**src/hw/rtl/hrse_pkg.sv**
```systemverilog
// ----------------------------------------------------------------------------
// hrse_pkg
// Types, constants and the usage-to-scancode table for the boot-keyboard
// report to set-1 scancode event converter.
// ----------------------------------------------------------------------------
package hrse_pkg;

  localparam int MOD_EVENTS       = 6;
  localparam int INPUT_KEY_FIELDS = 6;
  localparam int USAGE_W          = 8;
  localparam int CODE_W           = 7;
  localparam logic [7:0] MIN_REPORT_LEN = 8'd8;

  typedef struct packed {
    logic              hit;
    logic              ext;
    logic [CODE_W-1:0] code;
  } key_map_t;

  typedef struct packed {
    logic full;
    logic empty;
  } queue_status_t;

  localparam logic [2:0] MOD_BIT [MOD_EVENTS] = '{
    3'd0, 3'd1, 3'd2, 3'd4, 3'd5, 3'd6
  };

  localparam logic [CODE_W-1:0] MOD_CODE [MOD_EVENTS] = '{
    7'h1D, 7'h2A, 7'h38, 7'h1D, 7'h36, 7'h38
  };

  localparam logic MOD_EXT [MOD_EVENTS] = '{
    1'b0, 1'b0, 1'b0, 1'b1, 1'b0, 1'b1
  };

  localparam logic [CODE_W-1:0] LETTER_CODE [26] = '{
    7'h1E, 7'h30, 7'h2E, 7'h20, 7'h12, 7'h21, 7'h22, 7'h23, 7'h17, 7'h24,
    7'h25, 7'h26, 7'h32, 7'h31, 7'h18, 7'h19, 7'h10, 7'h13, 7'h1F, 7'h14,
    7'h16, 7'h2F, 7'h11, 7'h2D, 7'h15, 7'h2C
  };

  function automatic key_map_t map_usage(input logic [USAGE_W-1:0] u);
    key_map_t            m;
    logic [USAGE_W-1:0]  off;
    m   = '0;
    off = u - 8'h04;
    case (u) inside
      [8'h04:8'h1D]: begin
        m.hit  = 1'b1;
        m.code = LETTER_CODE[off[4:0]];
      end
      [8'h1E:8'h27]: begin
        off    = u - 8'h1C;
        m.hit  = 1'b1;
        m.code = off[CODE_W-1:0];
      end
      [8'h3A:8'h43]: begin
        off    = u + 8'h01;
        m.hit  = 1'b1;
        m.code = off[CODE_W-1:0];
      end
      8'h28: begin m.hit = 1'b1; m.code = 7'h1C; end
      8'h29: begin m.hit = 1'b1; m.code = 7'h01; end
      8'h2A: begin m.hit = 1'b1; m.code = 7'h0E; end
      8'h2B: begin m.hit = 1'b1; m.code = 7'h0F; end
      8'h2C: begin m.hit = 1'b1; m.code = 7'h39; end
      8'h2D: begin m.hit = 1'b1; m.code = 7'h0C; end
      8'h2E: begin m.hit = 1'b1; m.code = 7'h0D; end
      8'h2F: begin m.hit = 1'b1; m.code = 7'h1A; end
      8'h30: begin m.hit = 1'b1; m.code = 7'h1B; end
      8'h31: begin m.hit = 1'b1; m.code = 7'h2B; end
      8'h33: begin m.hit = 1'b1; m.code = 7'h27; end
      8'h34: begin m.hit = 1'b1; m.code = 7'h28; end
      8'h35: begin m.hit = 1'b1; m.code = 7'h29; end
      8'h36: begin m.hit = 1'b1; m.code = 7'h33; end
      8'h37: begin m.hit = 1'b1; m.code = 7'h34; end
      8'h38: begin m.hit = 1'b1; m.code = 7'h35; end
      8'h39: begin m.hit = 1'b1; m.code = 7'h3A; end
      8'h44: begin m.hit = 1'b1; m.code = 7'h57; end
      8'h45: begin m.hit = 1'b1; m.code = 7'h58; end
      8'h4F: begin m.hit = 1'b1; m.ext = 1'b1; m.code = 7'h4D; end
      8'h50: begin m.hit = 1'b1; m.ext = 1'b1; m.code = 7'h4B; end
      8'h51: begin m.hit = 1'b1; m.ext = 1'b1; m.code = 7'h50; end
      8'h52: begin m.hit = 1'b1; m.ext = 1'b1; m.code = 7'h48; end
      default: ;
    endcase
    return m;
  endfunction

endpackage

```
**src/hw/rtl/hrse_fifo.sv**
```systemverilog
// ----------------------------------------------------------------------------
// hrse_fifo
// Short register queue between the report classifier and the event emitter.
// ----------------------------------------------------------------------------
module hrse_fifo #(
  parameter int WIDTH = 8,
  parameter int DEPTH = 2
) (
  input  logic                   clk,
  input  logic                   rst,
  input  logic                   push,
  input  logic [WIDTH-1:0]       wdata,
  input  logic                   pop,
  output logic [WIDTH-1:0]       rdata,
  output hrse_pkg::queue_status_t status
);
  import hrse_pkg::*;

  localparam int AW = (DEPTH > 1) ? $clog2(DEPTH) : 1;
  localparam int CW = $clog2(DEPTH + 1);

  logic [WIDTH-1:0] mem [DEPTH];
  logic [AW-1:0]    wr_ptr;
  logic [AW-1:0]    rd_ptr;
  logic [CW-1:0]    count;

  always_ff @(posedge clk) begin
    if (rst) begin
      wr_ptr <= '0;
      rd_ptr <= '0;
      count  <= '0;
    end else begin
      if (push) begin
        wr_ptr <= (wr_ptr == AW'(DEPTH - 1)) ? '0 : wr_ptr + 1'b1;
      end
      if (pop) begin
        rd_ptr <= (rd_ptr == AW'(DEPTH - 1)) ? '0 : rd_ptr + 1'b1;
      end
      if (push && !pop) begin
        count <= count + 1'b1;
      end else if (pop && !push) begin
        count <= count - 1'b1;
      end
    end
  end

  always_ff @(posedge clk) begin
    if (push) begin
      mem[wr_ptr] <= wdata;
    end
  end

  assign rdata        = mem[rd_ptr];
  assign status.full  = (count == CW'(DEPTH));
  assign status.empty = (count == '0);

endmodule

```
**src/hw/rtl/hrse_front.sv**
```systemverilog
// ----------------------------------------------------------------------------
// hrse_front
// Accepts reports, compares them with the held state and queues a mask of
// the events to emit together with the usages they refer to.
// ----------------------------------------------------------------------------
module hrse_front #(
  parameter int KEY_SLOTS = 6,
  parameter int ENTRY_W   = 8
) (
  input  logic                    clk,
  input  logic                    rst,
  input  logic                    s_tvalid,
  output logic                    s_tready,
  input  logic [63:0]             s_tdata,
  input  hrse_pkg::queue_status_t q_status,
  output logic                    push,
  output logic [ENTRY_W-1:0]      entry
);
  import hrse_pkg::*;

  localparam int EW = MOD_EVENTS + 2 * KEY_SLOTS;

  logic [7:0]         held_mods;
  logic [USAGE_W-1:0] held_keys [KEY_SLOTS];
  logic [USAGE_W-1:0] now_keys  [KEY_SLOTS];
  logic [7:0]         mods;
  logic [7:0]         rpt_len;
  logic [EW-1:0]      mask;
  logic               accept;
  logic               rpt_ok;

  assign mods    = s_tdata[7:0];
  assign rpt_len = s_tdata[63:56];

  for (genvar i = 0; i < KEY_SLOTS; i++) begin : g_now
    if (i < INPUT_KEY_FIELDS) begin : g_in
      assign now_keys[i] = s_tdata[8*(i+1) +: 8];
    end else begin : g_pad
      assign now_keys[i] = '0;
    end
  end

  always_comb begin
    logic in_now;
    logic in_held;
    key_map_t mo;
    key_map_t mn;
    mask = '0;
    for (int m = 0; m < MOD_EVENTS; m++) begin
      mask[m] = held_mods[MOD_BIT[m]] ^ mods[MOD_BIT[m]];
    end
    for (int i = 0; i < KEY_SLOTS; i++) begin
      in_now  = 1'b0;
      in_held = 1'b0;
      for (int j = 0; j < KEY_SLOTS; j++) begin
        in_now  = in_now  | (held_keys[i] == now_keys[j]);
        in_held = in_held | (now_keys[i] == held_keys[j]);
      end
      mo = map_usage(held_keys[i]);
      mn = map_usage(now_keys[i]);
      mask[MOD_EVENTS + i] = (held_keys[i] != '0) && !in_now && mo.hit;
      mask[MOD_EVENTS + KEY_SLOTS + i] = (now_keys[i] != '0) && !in_held && mn.hit;
    end
  end

  for (genvar i = 0; i < KEY_SLOTS; i++) begin : g_pack
    assign entry[EW + 8 + USAGE_W*i +: USAGE_W]                     = held_keys[i];
    assign entry[EW + 8 + USAGE_W*(KEY_SLOTS + i) +: USAGE_W]       = now_keys[i];
  end
  assign entry[EW-1:0]    = mask;
  assign entry[EW +: 8]   = mods;

  assign s_tready = !q_status.full;
  assign accept   = s_tvalid && s_tready;
  assign rpt_ok   = (rpt_len >= MIN_REPORT_LEN);
  assign push     = accept && rpt_ok && (mask != '0);

  always_ff @(posedge clk) begin
    if (rst) begin
      held_mods <= '0;
      for (int i = 0; i < KEY_SLOTS; i++) begin
        held_keys[i] <= '0;
      end
    end else if (accept && rpt_ok) begin
      held_mods <= mods;
      for (int i = 0; i < KEY_SLOTS; i++) begin
        held_keys[i] <= now_keys[i];
      end
    end
  end

endmodule

```
**src/hw/rtl/hrse_back.sv**
```systemverilog
// ----------------------------------------------------------------------------
// hrse_back
// Walks the queued event mask lowest bit first and emits one scancode event
// per cycle into the output register while events are queued and the output is not stalled.
// ----------------------------------------------------------------------------
module hrse_back #(
  parameter int KEY_SLOTS = 6,
  parameter int ENTRY_W   = 8
) (
  input  logic                    clk,
  input  logic                    rst,
  input  hrse_pkg::queue_status_t q_status,
  input  logic [ENTRY_W-1:0]      head,
  output logic                    pop,
  output logic                    m_tvalid,
  input  logic                    m_tready,
  output logic [7:0]              m_tdata,
  output logic [1:0]              m_tuser,
  output logic                    m_tlast
);
  import hrse_pkg::*;

  localparam int EW = MOD_EVENTS + 2 * KEY_SLOTS;
  localparam int IW = $clog2(EW);

  logic [EW-1:0]      done;
  logic [EW-1:0]      pending;
  logic [EW-1:0]      low;
  logic [IW-1:0]      sel;
  logic [7:0]         mods;
  logic [USAGE_W-1:0] ev_usage [EW];
  logic               last;
  logic               fire;
  logic               is_mod;
  logic               is_make;
  key_map_t           km;
  logic [CODE_W-1:0]  code;
  logic               ext;
  logic               press;

  assign mods    = head[EW +: 8];
  assign pending = head[EW-1:0] & ~done;
  assign low     = pending & (~pending + 1'b1);
  assign last    = ((pending & ~low) == '0);

  for (genvar j = 0; j < EW; j++) begin : g_usage
    if (j < MOD_EVENTS) begin : g_mod
      assign ev_usage[j] = '0;
    end else begin : g_key
      assign ev_usage[j] = head[EW + 8 + USAGE_W*(j - MOD_EVENTS) +: USAGE_W];
    end
  end

  always_comb begin
    sel = '0;
    for (int j = 0; j < EW; j++) begin
      if (low[j]) begin
        sel = sel | IW'(j);
      end
    end
  end

  assign is_mod  = (sel < IW'(MOD_EVENTS));
  assign is_make = (sel >= IW'(MOD_EVENTS + KEY_SLOTS));
  assign km      = map_usage(ev_usage[sel]);

  always_comb begin
    if (is_mod) begin
      code  = MOD_CODE[sel[2:0]];
      ext   = MOD_EXT[sel[2:0]];
      press = mods[MOD_BIT[sel[2:0]]];
    end else begin
      code  = km.code;
      ext   = km.ext;
      press = is_make;
    end
  end

  assign fire = !q_status.empty && (!m_tvalid || m_tready);
  assign pop  = fire && last;

  always_ff @(posedge clk) begin
    if (rst) begin
      done     <= '0;
      m_tvalid <= 1'b0;
    end else begin
      if (fire) begin
        done     <= last ? '0 : (done | low);
        m_tvalid <= 1'b1;
      end else if (m_tready) begin
        m_tvalid <= 1'b0;
      end
    end
  end

  always_ff @(posedge clk) begin
    if (fire) begin
      m_tdata <= {1'b0, code};
      m_tuser <= {press, ext};
      m_tlast <= last;
    end
  end

`ifndef SYNTHESIS
  a_pending_nonzero: assert property (@(posedge clk) disable iff (rst)
    !q_status.empty |-> (pending != '0))
    else $error("queued request has no event left");

  a_done_clear: assert property (@(posedge clk) disable iff (rst)
    q_status.empty |-> (done == '0))
    else $error("event progress kept with empty queue");

  a_head_kept: assert property (@(posedge clk) disable iff (rst)
    fire && !last |=> !q_status.empty)
    else $error("request left the queue before its last event");

  a_pop_valid: assert property (@(posedge clk) disable iff (rst)
    pop |-> !q_status.empty)
    else $error("pop from empty queue");
`endif

endmodule

```
**src/hw/rtl/hid_report_to_scancode_events_core.sv**
```systemverilog
// ----------------------------------------------------------------------------
// hid_report_to_scancode_events_core
// Path: an accepted request goes into the queue, and its first event then
// passes through the output register to m_*. Throughput: one event per
// cycle unless m_tready stalls the output; a new request is taken while
// the queue has room. Requests that cause no event never enter the queue.
// Reset: rst clears the held modifiers and keys, the queue and the output.
// ----------------------------------------------------------------------------
module hid_report_to_scancode_events_core #(
  parameter int KEY_SLOTS = 6
) (
  input  logic        clk,
  input  logic        rst,
  input  logic        s_tvalid,
  output logic        s_tready,
  // modifier_bits, key_slot_0 .. key_slot_5, report_length
  input  logic [63:0] s_tdata,
  output logic        m_tvalid,
  input  logic        m_tready,
  // scan_code, zero pad
  output logic [7:0]  m_tdata,
  // extended_key, key_pressed
  output logic [1:0]  m_tuser,
  output logic        m_tlast
);
  import hrse_pkg::*;

  localparam int EW      = MOD_EVENTS + 2 * KEY_SLOTS;
  localparam int ENTRY_W = EW + 8 + 2 * KEY_SLOTS * USAGE_W;

  logic               push;
  logic               pop;
  logic [ENTRY_W-1:0] entry;
  logic [ENTRY_W-1:0] head;
  queue_status_t      q_status;

  hrse_front #(
    .KEY_SLOTS (KEY_SLOTS),
    .ENTRY_W   (ENTRY_W)
  ) u_front (
    .clk      (clk),
    .rst      (rst),
    .s_tvalid (s_tvalid),
    .s_tready (s_tready),
    .s_tdata  (s_tdata),
    .q_status (q_status),
    .push     (push),
    .entry    (entry)
  );

  hrse_fifo #(
    .WIDTH (ENTRY_W),
    .DEPTH (2)
  ) u_fifo (
    .clk    (clk),
    .rst    (rst),
    .push   (push),
    .wdata  (entry),
    .pop    (pop),
    .rdata  (head),
    .status (q_status)
  );

  hrse_back #(
    .KEY_SLOTS (KEY_SLOTS),
    .ENTRY_W   (ENTRY_W)
  ) u_back (
    .clk      (clk),
    .rst      (rst),
    .q_status (q_status),
    .head     (head),
    .pop      (pop),
    .m_tvalid (m_tvalid),
    .m_tready (m_tready),
    .m_tdata  (m_tdata),
    .m_tuser  (m_tuser),
    .m_tlast  (m_tlast)
  );

endmodule
```
**config.mk**
```make
export PLATFORM = sky130hd
export DESIGN_NAME = hid_report_to_scancode_events_core
export DESIGN_NICKNAME = d
export VERILOG_FILES = /design/src/hw/rtl/hrse_pkg.sv /design/src/hw/rtl/hrse_fifo.sv /design/src/hw/rtl/hrse_front.sv /design/src/hw/rtl/hrse_back.sv /design/src/hw/rtl/hid_report_to_scancode_events_core.sv
export SDC_FILE = /design/constraint.sdc
export NUM_CORES = 1
export LEC_CHECK = 0
export BUFFER_PORTS_ARGS = -buffer_cell sky130_fd_sc_hd__buf_2
export CAP_MARGIN = 20
export CORE_MARGIN = 4
export CORE_UTILIZATION = 50
export CTS_BUF_LIST = sky130_fd_sc_hd__clkbuf_2
export DETAILED_ROUTE_END_ITERATION = 10
export PLACE_DENSITY = 0.78
export SLEW_MARGIN = 20
export SYNTH_ARGS = -nofsm -noshare
export SYNTH_HDL_FRONTEND = slang
export SYNTH_SLANG_ARGS = --single-unit
```
**constraint.sdc**
```tcl
create_clock -name clk -period 10.6 [get_ports clk]
set_input_delay 2.12 -clock clk [delete_from_list [all_inputs] [get_ports clk]]
set_output_delay 2.12 -clock clk [all_outputs]
set_load 0.005 [all_outputs]
```
# Word level (Yosys, flattened, before mapping)
# Memories as Yosys holds them, arrays and structs flattened. A register that Yosys moved wholly into a read port is not among the register bits.
# Index checks and enable logic that the tools add are counted.
# Widths: inputs -> output; s select.
[word_totals]
reg_bits = 40
ramBits = 292
rom_bits = 312
input_bits = 68
output_inout_bits = 13
word_cells = 1086
memories = 6
[op_classes]
n_addsub = 8
order_cmp = 85
n_eq_ne = 372
muxes = 419
bitwise = 82
reduce_logical = 105
[mem_list]
columns = ["memory", "words", "width", "read_ports", "rd_ports_with_merged_regs", "write_ports", "line_no", "text"]
rows = [
  ["u_fifo.mem", 2, 122, 1, 1, 1, "hrse_fifo.sv:22", "logic [WIDTH-1:0] mem [DEPTH];"],
  ["(no name shown)", 32, 7, 1, 0, 0, "hrse_pkg.sv:51", "m.code = LETTER_CODE[off[4:0]];"],
  ["(no name shown)", 8, 7, 1, 0, 0, "hrse_back.sv:69", "code = MOD_CODE[sel[2:0]];"],
  ["u_front.held_keys", 6, 8, 6, 0, 6, "hrse_front.sv:24", "logic [USAGE_W-1:0] held_keys [KEY_SLOTS];"],
  ["(no name shown)", 8, 3, 1, 0, 0, "hrse_back.sv:71", "press = mods[MOD_BIT[sel[2:0]]];"],
  ["(no name shown)", 8, 1, 1, 0, 0, "hrse_back.sv:70", "ext = MOD_EXT[sel[2:0]];"],
]
[ops]
columns = ["cell", "count"]
rows = [
  ["$eq 8x6->1 const B", 221],
  ["$eq 8x7->1 const B", 78],
  ["$eq 8x8->1", 72],
  ["$mux 1", 357],
  ["$mux 7", 31],
  ["$ge 8x3->1 const B", 13],
  ["$ge 8x5->1 const B", 13],
  ["$ge 8x6->1 const B", 13],
  ["$le 8x5->1 const B", 13],
  ["$le 8x6->1 const B", 13],
  ["$le 8x7->1 const B", 13],
  ["$reduce_bool 8->1", 12],
  ["$logic_and 1x1->1", 70],
  ["$or 1x1->1", 66],
  ["$mux 8", 8],
  ["$and 18x18->18", 3],
  ["$not 18->18", 3],
  ["$bmux 8 s5", 1],
  ["$mux 4", 8],
  ["$add 18x1->18 const B", 1],
  ["$logic_not 18->1", 1],
  ["$mux 18", 1],
  ["$mux 3", 6],
  ["$or 18x18->18", 1],
  ["other kinds (24)", 53],
]

# Longest topological paths before layout
[logic_depth]
depth_word = 54
mapped_depth = 29
mapped_depth_nobuf = 20

# By module
# Synthesis repeated with hierarchy kept, for this count alone.
[unflattened]
cells_unflattened = 1931
hier_area_um2 = 21353.0
[by_module_without_submodules]
columns = ["mod", "n_inst", "cells_each", "area_per_inst_um2", "seq_area_each_um2"]
rows = [
  ["hrse_fifo", 1, 402, 9342.7, 7427.1],
  ["hrse_front", 1, 936, 7712.4, 1561.5],
  ["hrse_back", 1, 593, 4297.9, 680.7],
]

# Least setup slack after synthesis
# OpenSTA, ideal clock, no wires.
[synth_timing]
path_type = "input-to-reg"
startpoint = "input s_tdata[37]"
endpoint = "memory u_fifo.mem[0][0] (netlist bit), enable pin"
setup_ns = 0.619
arrival_time_ns = 9.572
setup_slack_ns = 0.409
path_stages = 9
n_path_buf = 1
path_cell_list = "clkbuf_1 -> nor3_1 -> or2_2 -> a221o_1 -> a2111oi_0 -> nor2_1 -> and3_1 -> a31oi_1 -> nor2b_1"
[synth_via]
elab_chain_cells = 32
elab_cells_between_ends = 119
[synth_rtl]
columns = ["item", "line_no", "text"]
rows = [
  ["start: declaration", "hid_report_to_scancode_events_core.sv:17", "input logic [63:0] s_tdata,"],
  ["$eq 8x7->1", "hrse_front.sv:60", "mn = map_usage(now_keys[i]);"],
  ["$mux 1 (26 in series)", "hrse_pkg.sv:48", "case (u) inside"],
  ["$logic_and 1x1->1 (*)", "hrse_front.sv:62", "mask[MOD_EVENTS + KEY_SLOTS + i] = (now_keys[i] != '0) && !in_held && mn.hit;"],
  ["via entry[15]", "hid_report_to_scancode_events_core.sv:33", "logic [ENTRY_W-1:0] entry;"],
  ["$reduce_bool 18->1 (*)", "hrse_front.sv:76", "assign push = accept && rpt_ok && (mask != '0);"],
  ["$logic_and 1x1->1 (*)", "hrse_front.sv:76", ""],
  ["via push", "hid_report_to_scancode_events_core.sv:31", "logic push;"],
  ["$mux 1 (*)", "hrse_fifo.sv:48", "if (push) begin"],
  ["$mux 1 (not written as such) (*)", "hrse_fifo.sv:49", "mem[wr_ptr] <= wdata;"],
  ["end: declaration", "hrse_fifo.sv:22", ""],
]
# Mark *: on every way through the listed nets, which the timed path passes. The rest lies on a longest branch.

==> reports/summary.txt <==
post-DR vias/cell: 6.455
Fin Setup TNS: 0 ps
Critical-path top delay cell: dfxtp_4
Worst Path Max Fanout: 46
Vias: 16020
drt wl/cell: 24.34 um
IO Port Bufs: 76
1st-pass router iterations: 6
Peak VDD IR: 73.48 uV
Final #Nets: 1985
layout cell share with drive strength beyond 1: 15.95%
Layout Skew: 67.53 ps
CTS root buffer: clkbuf_2
Seq/Total Area, Yosys: 48.15%
synth top area cells: edfxtp_1, xor2_1, xnor2_1
top-count cell post-synth: edfxtp_1
Worst R2R Path Depth: 20
Worst-path clk slew: 90 ps
DRT iter0 DRCs: 2180
DRT Wirelength: 60.41 mm
Worst Hold End: u_back.m_tvalid
GP Congestion: 1.014
Hold-fix buffers, CTS: 0
Synth Area in Compound Gates: 11.46%
status: complete, no violations
die height: 208.4 um
initial antenna violation count: 1
cts repair resizes: 0
area grow syn2layout: 6.698%
Final Util: 53.93%
power density cells: 161.5 nW/um^2
Slew HR: 29.47%
Max Freq: 0.1222 GHz
critical path type: register to register
Async S/R FF share, synth: 0%
Setup violations, final: 0
Detail Placement HPWL: 41.06 mm
Crit. End Element: register
Post-Syn Nets: 1965
Worst Hold Class: register to register
Largest delay share family, worst path: simple AND/OR/NAND/NOR gates
clk_lat worst skew: 990 ps
Mean Syn Cell Area: 10.69 um^2
FF/Latch Area: 9673 um^2
minimum clock period: 8185 ps
Tcrit/Tclk final: 77.22%
multiplexer share of the synthesized area: 5.944%
Clock Sinks: 332
worst reg2reg endpoint: u_back.m_tdata[3]
post-synthesis register bit count: 332
number of global-route vias before repair: 15520
data arrival time of the critical path: 8880 ps
postcts setup bufs: 0
simple-gate share of the synthesized area: 15.81%
Synth top area share: 45.16%
grt total ovfl: 0
hold-critical path depth: 2
main combinational cell family by area after synthesis: simple AND/OR/NAND/NOR gates
startpoint types: register
worst path bufs/invs: 2
Least-Margin Pin Slew: 1058 ps
Post-Synth XOR/XNOR Area: 13.38%
Initial Util: 50.55%
Tot GR Track Use: 26.91%
Mapped Area: 20080 um^2
Post-DRT Antenna Nets: 0
largest net degree at the start of global routing: 123
die area: 43440 um^2
number of flops mapped to enable cells by yosys: 302
yosys warns: 0
FILL cells: 3442
CP Data Required Time: 11300 ps
crit-path cells: mux2i_1, o22ai_1, or4_4, or4b_4, o211ai_4, buf_4, mux4_2, a21oi_1, or4_4, nor3_4, inv_4, ha_1, or2_2, nand2_1, mux2i_1, nand2_1, o2111ai_1, a221oi_1, o221ai_1, o21a_1
peak per-stage delay on the critical path: 900 ps
fin cells: 2482
Hold Violations, Final: 0
Most used DFF post-synth: edfxtp_1
total CTS buffers: 85
Netlist cell types: 103
hold path start: u_back.m_tvalid
IO Count: 81
hold_ws: 504.6 ps
max-cap viol count: 0
TritonCTS clock tree: built
DP Cell Count: 2337
drt drc: 0
CTS max path bufs: 3
core region area: 39730 um^2
RSZ-0062 raised after global routing: false
Die W: 208.4 um
Synth top cells by count: edfxtp_1, nor2_1, xor2_1, xnor2_1, clkbuf_1
Post-Synth Adder-Cell Area: 1.171%
Pleak: 7.461 nW
first-pass GRT wire length: 90.91 mm
dominant cell type by area after synthesis: edfxtp_1
internal reg-to-reg setup slack: 2410 ps
fin. max-slew vios: 0
H-Tree Depth: 3
multi-input logic area: 9634 um^2
Mapped Cells: 1879
std cell rows: 73
how the worst max path moves through the flow:
stage                     start                end  depth (start not counted)  slack, ps
floorplan           s_tdata[37]   u_fifo.mem[0][0]                          9        410
global placement       register  u_back.m_tdata[3]                         21       2600
detailed placement     register  u_back.m_tdata[3]                         21       2580
CTS                    register  u_back.m_tdata[3]                         21       2510
global route           register  u_back.m_tdata[3]                         21       2030
finish                 register  u_back.m_tdata[3]                         20       2410
cell usage in the layout, fill, tap and decap left out, types with 9 or more instances in the layout:
master / netlist / routed
o22ai_1: 20 / 20
a31oi_1: 39 / 39
and3_1: 15 / 15
dfxtp_1: 30 / 29
ha_1: 18 / 18
buf_4: 5 / 15
buf_2: 6 / 76
edfxtp_1: 302 / 302
or3_1: 11 / 11
xnor2_1: 149 / 149
clkinv_1: 0 / 12
nand4_1: 51 / 51
nand2_1: 98 / 98
nor2b_1: 10 / 9
nor2_1: 164 / 163
xor2_1: 156 / 156
o21ai_0: 60 / 60
clkinv_2: 0 / 9
or2_2: 10 / 10
nand3_1: 46 / 46
nor3_1: 58 / 58
a22oi_1: 9 / 9
mux4_2: 25 / 25
inv_1: 30 / 30
a221oi_1: 10 / 10
nor4_1: 56 / 56
clkbuf_2: 0 / 114
mux2i_1: 42 / 42
a21oi_1: 74 / 74
and2_1: 45 / 44
routing by layer:
layer  global-route usage (%)  vias up  wire (um)
li1                         -     7063          -
met1                    34.33     7676      22710
met2                    42.31     1001      27450
met3                    6.227      282       6325
met4                    15.42        0       3931
met5                        0        -          0
worst reg2reg max path: cells and delay by family, from the launching register on:
family	cells	cell delay, ps
AND/OR/NAND/NOR	7	3050
buffers and inverters	2	730
flip-flops	1	900
AO/OA/AOI/OAI	7	1870
multiplexers	3	910
adder cells (fa/ha/maj)	1	460
power by group:
part / total [mW] / switching, mW / internal [mW] / leakage, nW
Sequential: 1.74 / 0.139 / 1.60 / 3.16
Combinational: 0.796 / 0.498 / 0.298 / 3.70
Clock: 0.924 / 0.528 / 0.396 / 0.602
kinds of logic (layout without fill, tap and decap cells):
kind of cell / after synthesis / after routing
xor gates and xnor gates: 306 / 306
muxes: 81 / 81
AOI/OAI and AO/OA: 333 / 333
buffers and inverters: 193 / 270
DFF: 332 / 332
other: 1 / 2
adders and majority gates: 19 / 19
and+or+nand+nor: 614 / 614
state kept, by name, indices dropped and copies added, names as in the netlist, named ones only:
name / count
u_fifo.mem: 244
u_front.held_keys: 48
u_back.done: 18
u_back.m_tdata: 7
u_front.held_mods: 6
u_back.m_tuser: 2
u_fifo.count: 2
u_back.m_tlast: 1
u_back.m_tvalid: 1
u_fifo.rd_ptr: 1
u_fifo.wr_ptr: 1
through the flow:
stage | total power [mW] | area [um^2] | setup WS, ps
finish | 3.461 | 21430 | 2415
global route | 3.623 | 21430 | 2029
CTS | 3.462 | 21420 | 2510
global placement | 2.517 | 20600 | 2600
detailed placement | 2.547 | 20600 | 2584
floorplan | 2.308 | 20080 | 409.2
final cells by class:
type                    instances  area share [%]
flip-flops and latches        332           45.14
multi-input cells            1354           44.96
well taps                     525           3.066
clock buffers                 114           2.663
repair buffers                 92           2.394
clock inverters                30           1.156
inverters                      34          0.6073
diodes                          1         0.01168
No activity file was read; power rests on OpenSTA's default activity.
